--- src/hdl/gbfs_pkg.sv ---
// Shared types and constants of the graph traversal core.
package gbfs_pkg;

  localparam int unsigned NODE_W     = 5;
  localparam int unsigned CFG_W      = 6;
  localparam int unsigned LIST_DEPTH = 32;
  localparam int unsigned LIST_AW    = $clog2(LIST_DEPTH);

  localparam logic [CFG_W-1:0] NODE_COUNT_RST = 6'd32;

  // Item kinds; the fourth code is ignored
  localparam logic [1:0] KIND_EDGE   = 2'd0;
  localparam logic [1:0] KIND_BFS    = 2'd1;
  localparam logic [1:0] KIND_DFS    = 2'd2;
  localparam logic [1:0] KIND_UNUSED = 2'd3;

  typedef struct packed {
    logic [1:0]        kind;
    logic [NODE_W-1:0] from_node;
    logic [NODE_W-1:0] to_node;
    logic signed [31:0] weight;
    logic [NODE_W-1:0] start_node;
  } gbfs_in_t;

  typedef struct packed {
    logic [NODE_W-1:0] node;
    logic              last;
    logic              bad_start;
  } gbfs_out_t;

  typedef struct packed {
    logic edge_rd;
    logic edge_wr;
    logic trav_start;
    logic bad_start;
    logic push;
    logic pop;
    logic reload;
    logic finish;
  } gbfs_cmd_t;

  typedef struct packed {
    logic edge_ok;
    logic trav_ok;
    logic start_ok;
    logic cand_any;
    logic list_empty;
    logic out_free;
  } gbfs_status_t;

endpackage

--- src/hdl/gbfs_ctrl.sv ---
// Sequencer of the graph traversal core: edge writes and search steps.
module gbfs_ctrl (
  input  logic                   clk_i,
  input  logic                   rst_ni,
  input  logic                   in_valid_i,
  output logic                   in_stall_o,
  input  gbfs_pkg::gbfs_status_t status_i,
  output gbfs_pkg::gbfs_cmd_t    cmd_o
);

  typedef enum logic [2:0] {
    ST_IDLE,
    ST_EDGE_WR,
    ST_SCAN,
    ST_POP,
    ST_FIN
  } state_e;

  state_e state_q, state_d;

  always_comb begin
    state_d = state_q;
    cmd_o   = '0;
    case (state_q)
      ST_IDLE: begin
        if (in_valid_i) begin
          if (status_i.edge_ok) begin
            cmd_o.edge_rd = 1'b1;
            state_d       = ST_EDGE_WR;
          end else if (status_i.trav_ok) begin
            if (status_i.start_ok) begin
              cmd_o.trav_start = 1'b1;
              state_d          = ST_SCAN;
            end else begin
              cmd_o.bad_start = 1'b1;
              state_d         = ST_FIN;
            end
          end
        end
      end
      ST_EDGE_WR: begin
        cmd_o.edge_wr = 1'b1;
        state_d       = ST_IDLE;
      end
      ST_SCAN: begin
        // visit lowest unvisited neighbour, else fetch next row, else finish
        if (status_i.cand_any) begin
          cmd_o.push = status_i.out_free;
        end else if (status_i.list_empty) begin
          state_d = ST_FIN;
        end else begin
          cmd_o.pop = 1'b1;
          state_d   = ST_POP;
        end
      end
      ST_POP: begin
        cmd_o.reload = 1'b1;
        state_d      = ST_SCAN;
      end
      ST_FIN: begin
        if (status_i.out_free) begin
          cmd_o.finish = 1'b1;
          state_d      = ST_IDLE;
        end
      end
      default: begin
        state_d = ST_IDLE;
      end
    endcase
  end

  always_ff @(posedge clk_i or negedge rst_ni) begin
    if (!rst_ni) begin
      state_q <= ST_IDLE;
    end else begin
      state_q <= state_d;
    end
  end

  assign in_stall_o = (state_q != ST_IDLE);

endmodule

--- src/hdl/gbfs_dp.sv ---
// Datapath of the graph traversal core: adjacency matrix, visited set, work list, result stage.
module gbfs_dp #(
  parameter int unsigned MAX_NODES = 32
) (
  input  logic                                clk_i,
  input  logic                                rst_ni,
  input  gbfs_pkg::gbfs_in_t                  in_data_i,
  input  logic                                cfg_we_i,
  input  logic [gbfs_pkg::CFG_W-1:0]          cfg_wdata_i,
  input  gbfs_pkg::gbfs_cmd_t                 cmd_i,
  output gbfs_pkg::gbfs_status_t              status_o,
  output logic                                out_valid_o,
  input  logic                                out_stall_i,
  output gbfs_pkg::gbfs_out_t                 out_data_o
);

  localparam int unsigned NW      = (MAX_NODES > 1) ? $clog2(MAX_NODES) : 1;
  localparam int unsigned CntW    = gbfs_pkg::CFG_W + 1;
  localparam int unsigned NodeW   = gbfs_pkg::NODE_W;
  localparam int unsigned ListAw  = gbfs_pkg::LIST_AW;
  localparam int unsigned PtrW    = gbfs_pkg::LIST_AW + 1;
  localparam int unsigned ListLen = gbfs_pkg::LIST_DEPTH;

  // Node count register and active range
  logic [gbfs_pkg::CFG_W-1:0] node_count_q;
  logic [CntW-1:0]            n_eff;
  logic [MAX_NODES-1:0]       range_mask;

  always_ff @(posedge clk_i or negedge rst_ni) begin
    if (!rst_ni) begin
      node_count_q <= gbfs_pkg::NODE_COUNT_RST;
    end else if (cfg_we_i) begin
      node_count_q <= cfg_wdata_i;
    end
  end

  always_comb begin
    if (CntW'(node_count_q) > CntW'(MAX_NODES)) begin
      n_eff = CntW'(MAX_NODES);
    end else begin
      n_eff = CntW'(node_count_q);
    end
    for (int i = 0; i < MAX_NODES; i++) begin
      range_mask[i] = (CntW'(i) < n_eff);
    end
  end

  logic from_ok, to_ok, start_ok;
  assign from_ok  = CntW'(in_data_i.from_node) < n_eff;
  assign to_ok    = CntW'(in_data_i.to_node) < n_eff;
  assign start_ok = CntW'(in_data_i.start_node) < n_eff;

  // Adjacency matrix: one row per source node, rows valid once written
  logic [MAX_NODES-1:0] adj_mem [MAX_NODES];
  logic [MAX_NODES-1:0] adj_vld_q;
  logic [MAX_NODES-1:0] adj_rdata_q;
  logic                 adj_rvld_q;
  logic [MAX_NODES-1:0] row;
  logic [MAX_NODES-1:0] row_new;
  logic [NW-1:0]        adj_raddr;
  logic                 adj_re;

  logic [NW-1:0] from_q;
  logic [NW-1:0] to_q;
  logic          set_q;

  logic [MAX_NODES-1:0] vis_q;
  logic [MAX_NODES-1:0] cand;
  logic [NW-1:0]        y_idx;

  logic [NodeW-1:0] wl_mem [ListLen];
  logic [NodeW-1:0] wl_rdata_q;
  logic [PtrW-1:0]  head_q;
  logic [PtrW-1:0]  tail_q;
  logic [PtrW-1:0]  wl_raddr;
  logic             dfs_q;
  logic [NodeW-1:0] u_q;

  logic [NodeW-1:0]    hold_node_q;
  logic                hold_bad_q;
  gbfs_pkg::gbfs_out_t out_q;
  logic                out_vld_q;
  logic                out_free;

  // Breadth-first keeps scanning the same row after a push; depth-first descends
  assign adj_re = cmd_i.edge_rd | cmd_i.trav_start | (cmd_i.push & dfs_q) | cmd_i.reload;

  always_comb begin
    adj_raddr = '0;
    if (cmd_i.edge_rd) begin
      adj_raddr = NW'(in_data_i.from_node);
    end else if (cmd_i.trav_start) begin
      adj_raddr = NW'(in_data_i.start_node);
    end else if (cmd_i.push) begin
      adj_raddr = y_idx;
    end else if (cmd_i.reload) begin
      adj_raddr = NW'(wl_rdata_q);
    end
  end

  assign row = adj_rvld_q ? adj_rdata_q : '0;

  always_comb begin
    row_new       = row;
    row_new[to_q] = set_q;
  end

  always_ff @(posedge clk_i) begin
    if (adj_re) begin
      adj_rdata_q <= adj_mem[adj_raddr];
    end
    if (cmd_i.edge_wr) begin
      adj_mem[from_q] <= row_new;
    end
  end

  always_ff @(posedge clk_i or negedge rst_ni) begin
    if (!rst_ni) begin
      adj_vld_q  <= '0;
      adj_rvld_q <= 1'b0;
    end else begin
      if (adj_re) begin
        adj_rvld_q <= adj_vld_q[adj_raddr];
      end
      if (cmd_i.edge_wr) begin
        adj_vld_q[from_q] <= 1'b1;
      end
    end
  end

  // Hold the edge transaction for the read-modify-write of its row
  always_ff @(posedge clk_i) begin
    if (cmd_i.edge_rd) begin
      from_q <= NW'(in_data_i.from_node);
      to_q   <= NW'(in_data_i.to_node);
      set_q  <= (in_data_i.weight != '0) && !in_data_i.weight[31];
    end
  end

  // Unvisited neighbours in range, lowest index first
  assign cand = row & ~vis_q & range_mask;

  always_comb begin
    y_idx = '0;
    for (int i = MAX_NODES - 1; i >= 0; i--) begin
      if (cand[i]) begin
        y_idx = NW'(i);
      end
    end
  end

  always_ff @(posedge clk_i or negedge rst_ni) begin
    if (!rst_ni) begin
      vis_q <= '0;
    end else if (cmd_i.trav_start) begin
      vis_q <= MAX_NODES'(1) << NW'(in_data_i.start_node);
    end else if (cmd_i.bad_start) begin
      vis_q <= '0;
    end else if (cmd_i.push) begin
      vis_q[y_idx] <= 1'b1;
    end
  end

  // Work list: FIFO of rows still to scan, or stack of ancestors in depth-first mode
  assign wl_raddr = dfs_q ? (tail_q - PtrW'(1)) : head_q;

  always_ff @(posedge clk_i) begin
    if (cmd_i.push) begin
      wl_mem[tail_q[ListAw-1:0]] <= dfs_q ? u_q : NodeW'(y_idx);
    end
    if (cmd_i.pop) begin
      wl_rdata_q <= wl_mem[wl_raddr[ListAw-1:0]];
    end
  end

  always_ff @(posedge clk_i or negedge rst_ni) begin
    if (!rst_ni) begin
      head_q <= '0;
      tail_q <= '0;
      dfs_q  <= 1'b0;
    end else if (cmd_i.trav_start) begin
      head_q <= '0;
      tail_q <= '0;
      dfs_q  <= (in_data_i.kind == gbfs_pkg::KIND_DFS);
    end else if (cmd_i.push) begin
      tail_q <= tail_q + PtrW'(1);
    end else if (cmd_i.pop) begin
      if (dfs_q) begin
        tail_q <= tail_q - PtrW'(1);
      end else begin
        head_q <= head_q + PtrW'(1);
      end
    end
  end

  // Current node whose row is being scanned
  always_ff @(posedge clk_i) begin
    if (cmd_i.trav_start) begin
      u_q <= in_data_i.start_node;
    end else if (cmd_i.push) begin
      u_q <= NodeW'(y_idx);
    end else if (cmd_i.reload) begin
      u_q <= wl_rdata_q;
    end
  end

  // One result is held back until it is known whether another follows
  always_ff @(posedge clk_i) begin
    if (cmd_i.trav_start) begin
      hold_node_q <= in_data_i.start_node;
      hold_bad_q  <= 1'b0;
    end else if (cmd_i.bad_start) begin
      hold_node_q <= '0;
      hold_bad_q  <= 1'b1;
    end else if (cmd_i.push) begin
      hold_node_q <= NodeW'(y_idx);
    end
  end

  always_ff @(posedge clk_i) begin
    if (cmd_i.push) begin
      out_q.node      <= hold_node_q;
      out_q.last      <= 1'b0;
      out_q.bad_start <= 1'b0;
    end else if (cmd_i.finish) begin
      out_q.node      <= hold_node_q;
      out_q.last      <= 1'b1;
      out_q.bad_start <= hold_bad_q;
    end
  end

  always_ff @(posedge clk_i or negedge rst_ni) begin
    if (!rst_ni) begin
      out_vld_q <= 1'b0;
    end else if (cmd_i.push || cmd_i.finish) begin
      out_vld_q <= 1'b1;
    end else if (!out_stall_i) begin
      out_vld_q <= 1'b0;
    end
  end

  assign out_free = !out_vld_q || !out_stall_i;

  assign status_o.edge_ok    = (in_data_i.kind == gbfs_pkg::KIND_EDGE) && from_ok && to_ok;
  assign status_o.trav_ok    = (in_data_i.kind == gbfs_pkg::KIND_BFS) ||
                               (in_data_i.kind == gbfs_pkg::KIND_DFS);
  assign status_o.start_ok   = start_ok;
  assign status_o.cand_any   = |cand;
  assign status_o.list_empty = (head_q == tail_q);
  assign status_o.out_free   = out_free;

  assign out_valid_o = out_vld_q;
  assign out_data_o  = out_q;

endmodule

--- src/hdl/graph_bfs_dfs_traversal_core.sv ---
// Directed graph traversal core: adjacency bit matrix with breadth-first and depth-first search.
// An edge transaction sets or clears one matrix entry by a row read and then a row write and
// gives no result. A traversal transaction emits every node reachable from its start node, the
// final one marked last; a start node at or above the node count gives one result flagged
// bad_start. Once a traversal is accepted the core stays busy: it emits each neighbour as it is
// found, and does a work-list read plus a registered adjacency row read each time a row runs
// out of unvisited neighbours, except after the last row, where an empty scan and a closing
// state end it; output stalls add to these steps. Input is taken only between transactions;
// the last result may still wait in the output register.
module graph_bfs_dfs_traversal_core #(
  parameter int unsigned MAX_NODES = 32
) (
  input  logic                        clk_i,
  input  logic                        rst_ni,
  input  logic                        in_valid_i,
  output logic                        in_stall_o,
  input  gbfs_pkg::gbfs_in_t          in_data_i,
  output logic                        out_valid_o,
  input  logic                        out_stall_i,
  output gbfs_pkg::gbfs_out_t         out_data_o,
  input  logic                        cfg_we_i,
  input  logic [gbfs_pkg::CFG_W-1:0]  cfg_wdata_i
);

  gbfs_pkg::gbfs_cmd_t    cmd;
  gbfs_pkg::gbfs_status_t status;

  gbfs_ctrl u_ctrl (
    .clk_i      (clk_i),
    .rst_ni     (rst_ni),
    .in_valid_i (in_valid_i),
    .in_stall_o (in_stall_o),
    .status_i   (status),
    .cmd_o      (cmd)
  );

  gbfs_dp #(
    .MAX_NODES (MAX_NODES)
  ) u_dp (
    .clk_i       (clk_i),
    .rst_ni      (rst_ni),
    .in_data_i   (in_data_i),
    .cfg_we_i    (cfg_we_i),
    .cfg_wdata_i (cfg_wdata_i),
    .cmd_i       (cmd),
    .status_o    (status),
    .out_valid_o (out_valid_o),
    .out_stall_i (out_stall_i),
    .out_data_o  (out_data_o)
  );

endmodule

--- config.mk ---
export PLATFORM = sky130hd
export DESIGN_NAME = graph_bfs_dfs_traversal_core
export DESIGN_NICKNAME = d
export VERILOG_FILES = /design/src/hdl/gbfs_pkg.sv /design/src/hdl/gbfs_ctrl.sv /design/src/hdl/gbfs_dp.sv /design/src/hdl/graph_bfs_dfs_traversal_core.sv
export SDC_FILE = /design/constraint.sdc
export NUM_CORES = 2
export LEC_CHECK = 0
export BUFFER_PORTS_ARGS = -buffer_cell sky130_fd_sc_hd__buf_4
export CORE_ASPECT_RATIO = 0.5
export CORE_MARGIN = 8
export CORE_UTILIZATION = 32
export CTS_BUF_LIST = sky130_fd_sc_hd__clkbuf_4
export DETAILED_ROUTE_END_ITERATION = 8
export PLACE_DENSITY = 0.47
export SLEW_MARGIN = 30
export SYNTH_ARGS = -nofsm -noshare
export SYNTH_HDL_FRONTEND = slang
export SYNTH_SLANG_ARGS = --single-unit
--- constraint.sdc ---
create_clock -name clk_i -period 13 [get_ports clk_i]
set_clock_uncertainty 0.15 [all_clocks]
set_input_delay 0.65 -clock clk_i [delete_from_list [all_inputs] [get_ports clk_i]]
set_output_delay 0.65 -clock clk_i [all_outputs]
set_load 0.005 [all_outputs]
# ---- Word level (Yosys, flattened, before mapping)
# Memories as Yosys holds them, arrays and structs flattened. A register that Yosys moved wholly into a read port is not among the register bits.
# Index checks and enable logic that the tools add are counted.
dict set report word_totals {
  word_cells 215
  output_inout_bits 9
  memories 2
  input_bits 60
  register_bits 117
  ram_bits 1184
}
dict set report classes {
  n_eq_ne 14
  n_shift 1
  n_bitwise 9
  reduce_logical 26
  order_cmp 43
  add_sub_neg 3
  mux 99
}
# memory words width read_ports rd_ports_with_merged_regs write_ports line_no
set memory_table {}
lappend memory_table {u_dp.adj_mem 32 32 1 1 1 gbfs_dp.sv:54} ;# logic [MAX_NODES-1:0] adj_mem [MAX_NODES];
lappend memory_table {u_dp.wl_mem 32 5 1 1 1 gbfs_dp.sv:71} ;# logic [NodeW-1:0] wl_mem [ListLen];
# operator n
set ops {}
lappend ops {{$mux 5} 44}
lappend ops {{$mux 32} 4}
lappend ops {{$lt 5x6->1 const A} 16}
lappend ops {{$and 32x32->32} 2}
lappend ops {{$or 32x32->32} 2}
lappend ops {{$mux 6} 9}
lappend ops {{$lt 4x6->1 const A} 8}
lappend ops {{$bwmux 32} 1}
lappend ops {{$not 32->32} 1}
lappend ops {{$reduce_bool 32->1} 1}
lappend ops {{$reduce_or 32->1} 1}
lappend ops {{$shl 1x5->32 const A} 1}
lappend ops {{$lt 3x6->1 const A} 4}
lappend ops {{$lt 5x6->1 const B} 4}
lappend ops {{$mux 1} 22}
lappend ops {{$mux 3} 7}
lappend ops {{$lt 5x6->1} 3}
lappend ops {{$demux 1 s5} 3}
lappend ops {{$ge 5x1->1 const B} 3}
lappend ops {{$reduce_bool 3->1} 5}
lappend ops {{$mux 7} 2}
lappend ops {{$add 6x1->6 const B} 2}
lappend ops {{$lt 1x6->1 const A} 2}
lappend ops {{$lt 2x6->1 const A} 2}
lappend ops {{other kinds (25)} 46}

# ---- Logic depth before layout (Yosys ltp)
dict set report depth {
  word_depth 44
  depth_mapped 20
  depth_no_buf 14
}

# ---- Hierarchy
# A second synthesis with hierarchy kept.
dict set report hier_totals {
  cells_unflattened 3488
  hier_area_um2 57229.9
}
# mod seq_area_each_um2 cells_each instances area_per_inst_um2
set by_module_without_submodules {}
lappend by_module_without_submodules {gbfs_dp 39634.3 3454 1 56972.1}
lappend by_module_without_submodules {gbfs_ctrl 75.1 34 1 257.7}

# ---- Least setup slack after synthesis
# Ideal clock, no wire load.
dict set report synth_path {
  kind {reg2reg}
  start {register u_dp.node_count_q[5] (netlist name)}
  end {memory u_dp.wl_mem[0][1] (netlist name) (data pin)}
  path_buffers 5
  setup_ps 454
  stages_incl_launch_ff 13
  arrival_time_ps 3976
  t_required_ps 12396
  period_less_slack_ps 4580
  slack_ps 8420
  path_cell_list {dfstp_2 > buf_4 > buf_6 > buf_6 > a21oi_2 > a2bb2oi_1 > a2111oi_0 > o21ai_1 > a31oi_2 > clkbuf_1 > clkbuf_1 > inv_1 > o21ai_0}
}
dict set report synth_between {
  elab_chain_len 37
  elab_cells_between_ends 68
  cone_classes {order compare: 33; mux: 34; bitwise: 1}
}
# element line_no
set synth_rtl {}
lappend synth_rtl {{from (decl)} gbfs_dp.sv:25} ;# logic [gbfs_pkg::CFG_W-1:0] node_count_q;
lappend synth_rtl {{from (signal assigned)} gbfs_dp.sv:31} ;# node_count_q <= gbfs_pkg::NODE_COUNT_RST;
lappend synth_rtl {{from (signal assigned)} gbfs_dp.sv:33} ;# node_count_q <= cfg_wdata_i;
lappend synth_rtl {{$gt 6x6->1} gbfs_dp.sv:38} ;# if (CntW'(node_count_q) > CntW'(MAX_NODES)) begin
lappend synth_rtl {{$mux 6 (*)} gbfs_dp.sv:38}
lappend synth_rtl {{$lt 5x6->1} gbfs_dp.sv:44} ;# range_mask[i] = (CntW'(i) < n_eff);
lappend synth_rtl {{$and 32x32->32 (*)} gbfs_dp.sv:141} ;# assign cand = row & ~vis_q & range_mask;
lappend synth_rtl {{$mux 5 (31 in a row)} gbfs_dp.sv:146} ;# if (cand[i]) begin
lappend synth_rtl {{$mux 5 (*)} gbfs_dp.sv:146}
lappend synth_rtl {{$mux 5 (*)} gbfs_dp.sv:169} ;# wl_mem[tail_q[ListAw-1:0]] <= dfs_q ? u_q : NodeW'(y_idx);
lappend synth_rtl {{to (decl)} gbfs_dp.sv:71}
# Mark *: on every way between the ends. The rest lies on a longest branch, timed or not.

# ---- Worst setup path in the final report
dict set report layout_path {
  start {register u_dp.node_count_q[5] (netlist name)}
  end {register u_dp.adj_rdata_q[12], read port of u_dp.adj_mem (data pin)}
}
dict set report layout_between {
  elab_chain_len 39
  elab_cells_between_ends 90
  cone_classes {order compare: 36; mux: 46; bitwise: 5; reduce/logical: 3}
}
# element line_no
set layout_rtl {}
lappend layout_rtl {{$gt 6x6->1} gbfs_dp.sv:38}
lappend layout_rtl {{$mux 6 (*)} gbfs_dp.sv:38}
lappend layout_rtl {{$lt 5x6->1} gbfs_dp.sv:44}
lappend layout_rtl {{$and 32x32->32} gbfs_dp.sv:141}
lappend layout_rtl {{$mux 5 (32 in a row)} gbfs_dp.sv:146}
lappend layout_rtl {{$mux 5} gbfs_dp.sv:94} ;# end else if (cmd_i.push) begin
lappend layout_rtl {{$mux 5} gbfs_dp.sv:92} ;# end else if (cmd_i.trav_start) begin
lappend layout_rtl {{$mux 5} gbfs_dp.sv:90} ;# if (cmd_i.edge_rd) begin
lappend layout_rtl {{to (decl)} gbfs_dp.sv:56} ;# logic [MAX_NODES-1:0] adj_rdata_q;
# Marks and branches as above.
# A chain may end at the register's enable or synchronous reset.

==> out/qor.txt <==
run status = completed
Final Wtd Congestion = 0.835
peak supply drop = 0.000358 V
worst-case clock buffer depth = 4
Synth Net Count = 3975
Ys Warns = 0
first-pass GRT wire length = 259000 µm
CTS sink cnt = 1338
Setup CP Type = flip-flop to flip-flop
1st-iter DRT viols = 3115
placed cells = 6201
initial core utilization = 0.322
CP endpoint kind = flip-flop
register area share after synthesis = 0.698
total power = 0.0171 W
crit path DAT = 7.79 ns
Skew-Pair Late Insertion Delay = 1.37 ns
Final Max Tran Viols = 0
Final nets = 4304
Cell Area, Synth = 0.0569 mm²
die area = 0.192 mm²
Fmax = 144 MHz
vias in the first global route = 36323
Tot GR Track Use = 0.183
P_leak = 23.2 nW
vias = 36813
via/cell ratio = 5.39
largest net degree at the start of global routing = 135
CTS tree = yes
P per Cell Area = 261 mW/mm²
Die Width = 612 µm
final hold violations = 0
row count = 109
CTS root buf = clkbuf_4
RSZ-0062 raised after global routing = false
Top Ports = 69
library cells used by synthesis = 82
WL final = 181000 µm
min cycle time layout = 6.93 ns
DR WL/cell = 26.5 µm
Slew @ Worst Pin = 1.03 ns
max-cap violations = 0
gr ovfl total = 0
TritonCTS Buffers = 346
initial antenna violation count = 6
share of layout cells above drive strength 1 = 0.204
most frequent cells in the layout = edfxtp_1 (1247), clkbuf_4 (506), a211oi_1 (406)
number of synthesized register bits = 1338
async set-reset flop share out of synthesis = 0.0658
port buffer count = 68
slew margin rel. = 0.314
non-filler instance count after layout = 6832
Critical Path RT = 13.86 ns
Die H = 314 µm
Hold WC Path Type = input pin to flip-flop
Primary FF master, synth = edfxtp_1
Reg clk slew, reported paths = 0.07 ns
setup TNS = 0 ns
Final period util = 0.533
hpwl dp = 99400 µm
most common library cell in the layout ignoring fill and taps = edfxtp_1
Final setup viols = 0
Post-synth EDFFs = 1247
crit path max fanout = 46
Layout fillers = 16763
Initial DRT Pass Iterations = 7
Mapped Cells = 3895
Mean Syn Cell Area = 14.6 µm²
Layout area overhead = 15.2%
Core ar. = 0.177 mm²
residual DRC count = 0
H-tree depth = 5
Worst setup SP type = flip-flop
DRT antenna net count = 0
synth_stat cells (all sizes together) (10+ instances only):
library cell	number	area [µm²]
a211oi	406	3050
a21oi	92	475
a311oi	133	1160
and2	12	75.1
buf	129	699
clkbuf	136	510
dfrtp	87	2180
edfxtp	1247	37400
ha	20	250
inv	154	578
mux2	16	180
mux2i	410	4100
mux4	40	901
nand2	383	1440
nand2b	20	125
nand3	48	240
nand3b	20	150
nand4	12	81.3
nor2	133	502
nor3	27	151
nor3b	13	108
nor4	46	315
o211ai	16	120
o21a	11	82.6
o21ai	109	549
o22ai	10	62.6
or2	35	219
or3	12	75.1
cell type report:
type | count | area [µm²] | share of cell area
multi-input cells | 2137 | 16000 | 0.245
well taps | 2386 | 2990 | 0.0455
clock inverters | 57 | 349 | 0.00533
inverters | 155 | 582 | 0.00888
clock buffers | 506 | 3800 | 0.0580
flip-flops and latches | 1338 | 39700 | 0.606
diodes | 7 | 17.5 | 0.000267
repair buffers | 246 | 2070 | 0.0316
state kept, by name, summed over array words and instances (netlist names), 6 cells and up:
register	flops
u_dp.adj_mem	1024
u_dp.wl_mem	160
u_dp.adj_rdata_q	32
u_dp.adj_vld_q	32
u_dp.vis_q	32
u_dp.out_data_o	7
u_dp.head_q	6
u_dp.node_count_q	6
u_dp.tail_q	6
what timing repair did:
action	4_1_cts	5_1_grt
hold buffers	60	0
setup buffers	0	0
resized for setup	0	0
endpoints found under the hold margin	176	0
power breakdown:
group	internal [W]	switching (W)
sequential	0.00559	0.000284
clock	0.00186	0.00173
combinational	0.00240	0.00526
total	0.00986	0.00727
worst max-delay path, stage by stage, from the launching register on:
cell	delay, ns
dfstp_2	0.97
nor2b_1	0.22
inv_1	0.16
ha_1	0.25
o21ai_0	0.15
a22oi_1	0.10
a22oi_2	0.44
and3_1	0.76
a22o_1	0.39
o21a_4	0.62
buf_4	0.77
buf_4	0.60
mux2i_1	0.28
mux2i_1	0.13
a211oi_1	0.43
nor4_1	0.11
cell families after synthesis:
kind of cell | Yosys count | synth area share
XOR/XNOR | 16 | 0.00246
AO/OA/AOI/OAI | 836 | 0.106
AND/OR/NAND/NOR | 797 | 0.0665
flip-flops | 1338 | 0.698
adder cells (fa/ha/maj) | 22 | 0.00475
buffers and inverters | 420 | 0.0315
multiplexers | 466 | 0.0911
through the flow:
stage	hold slack (ns)	setup WS, ns	cell area, µm²	util
after global routing	0.162	5.61	65500	0.371
after floorplan	0.204	8.42	56900	-
final	0.212	6.07	65500	0.371
after CTS	0.0752	6.05	65500	0.371
after detailed placement	0.297	6.04	60700	0.344
after global placement	0.294	6.13	60600	0.343
metal layers:
layer,up-vias,part of all wire,GRT usage
met4,4,0.027,0.0647
met2,1509,0.45,0.281
met5,-,0.00015,0
met3,336,0.069,0.0348
li1,16093,-,-
met1,18871,0.45,0.259
final timing paths:
path,startpoint,to,slack [ns],cells past startpoint
setup / recovery,u_dp.node_count_q[5],u_dp.adj_rdata_q[12],6.07,15
hold / removal,cfg_wdata_i[1],u_dp.node_count_q[1],0.21,4
setup reg to reg,u_dp.node_count_q[5],u_dp.adj_rdata_q[12],6.07,15
hold reg to reg,u_dp.out_data_o[1],u_dp.out_data_o[1],0.30,2
max in group asynchronous,rst_ni,u_dp.head_q[5],11.55,4
min in group asynchronous,rst_ni,u_dp.adj_vld_q[1],0.35,4
Note: power is estimated with default switching activity, not from simulation.
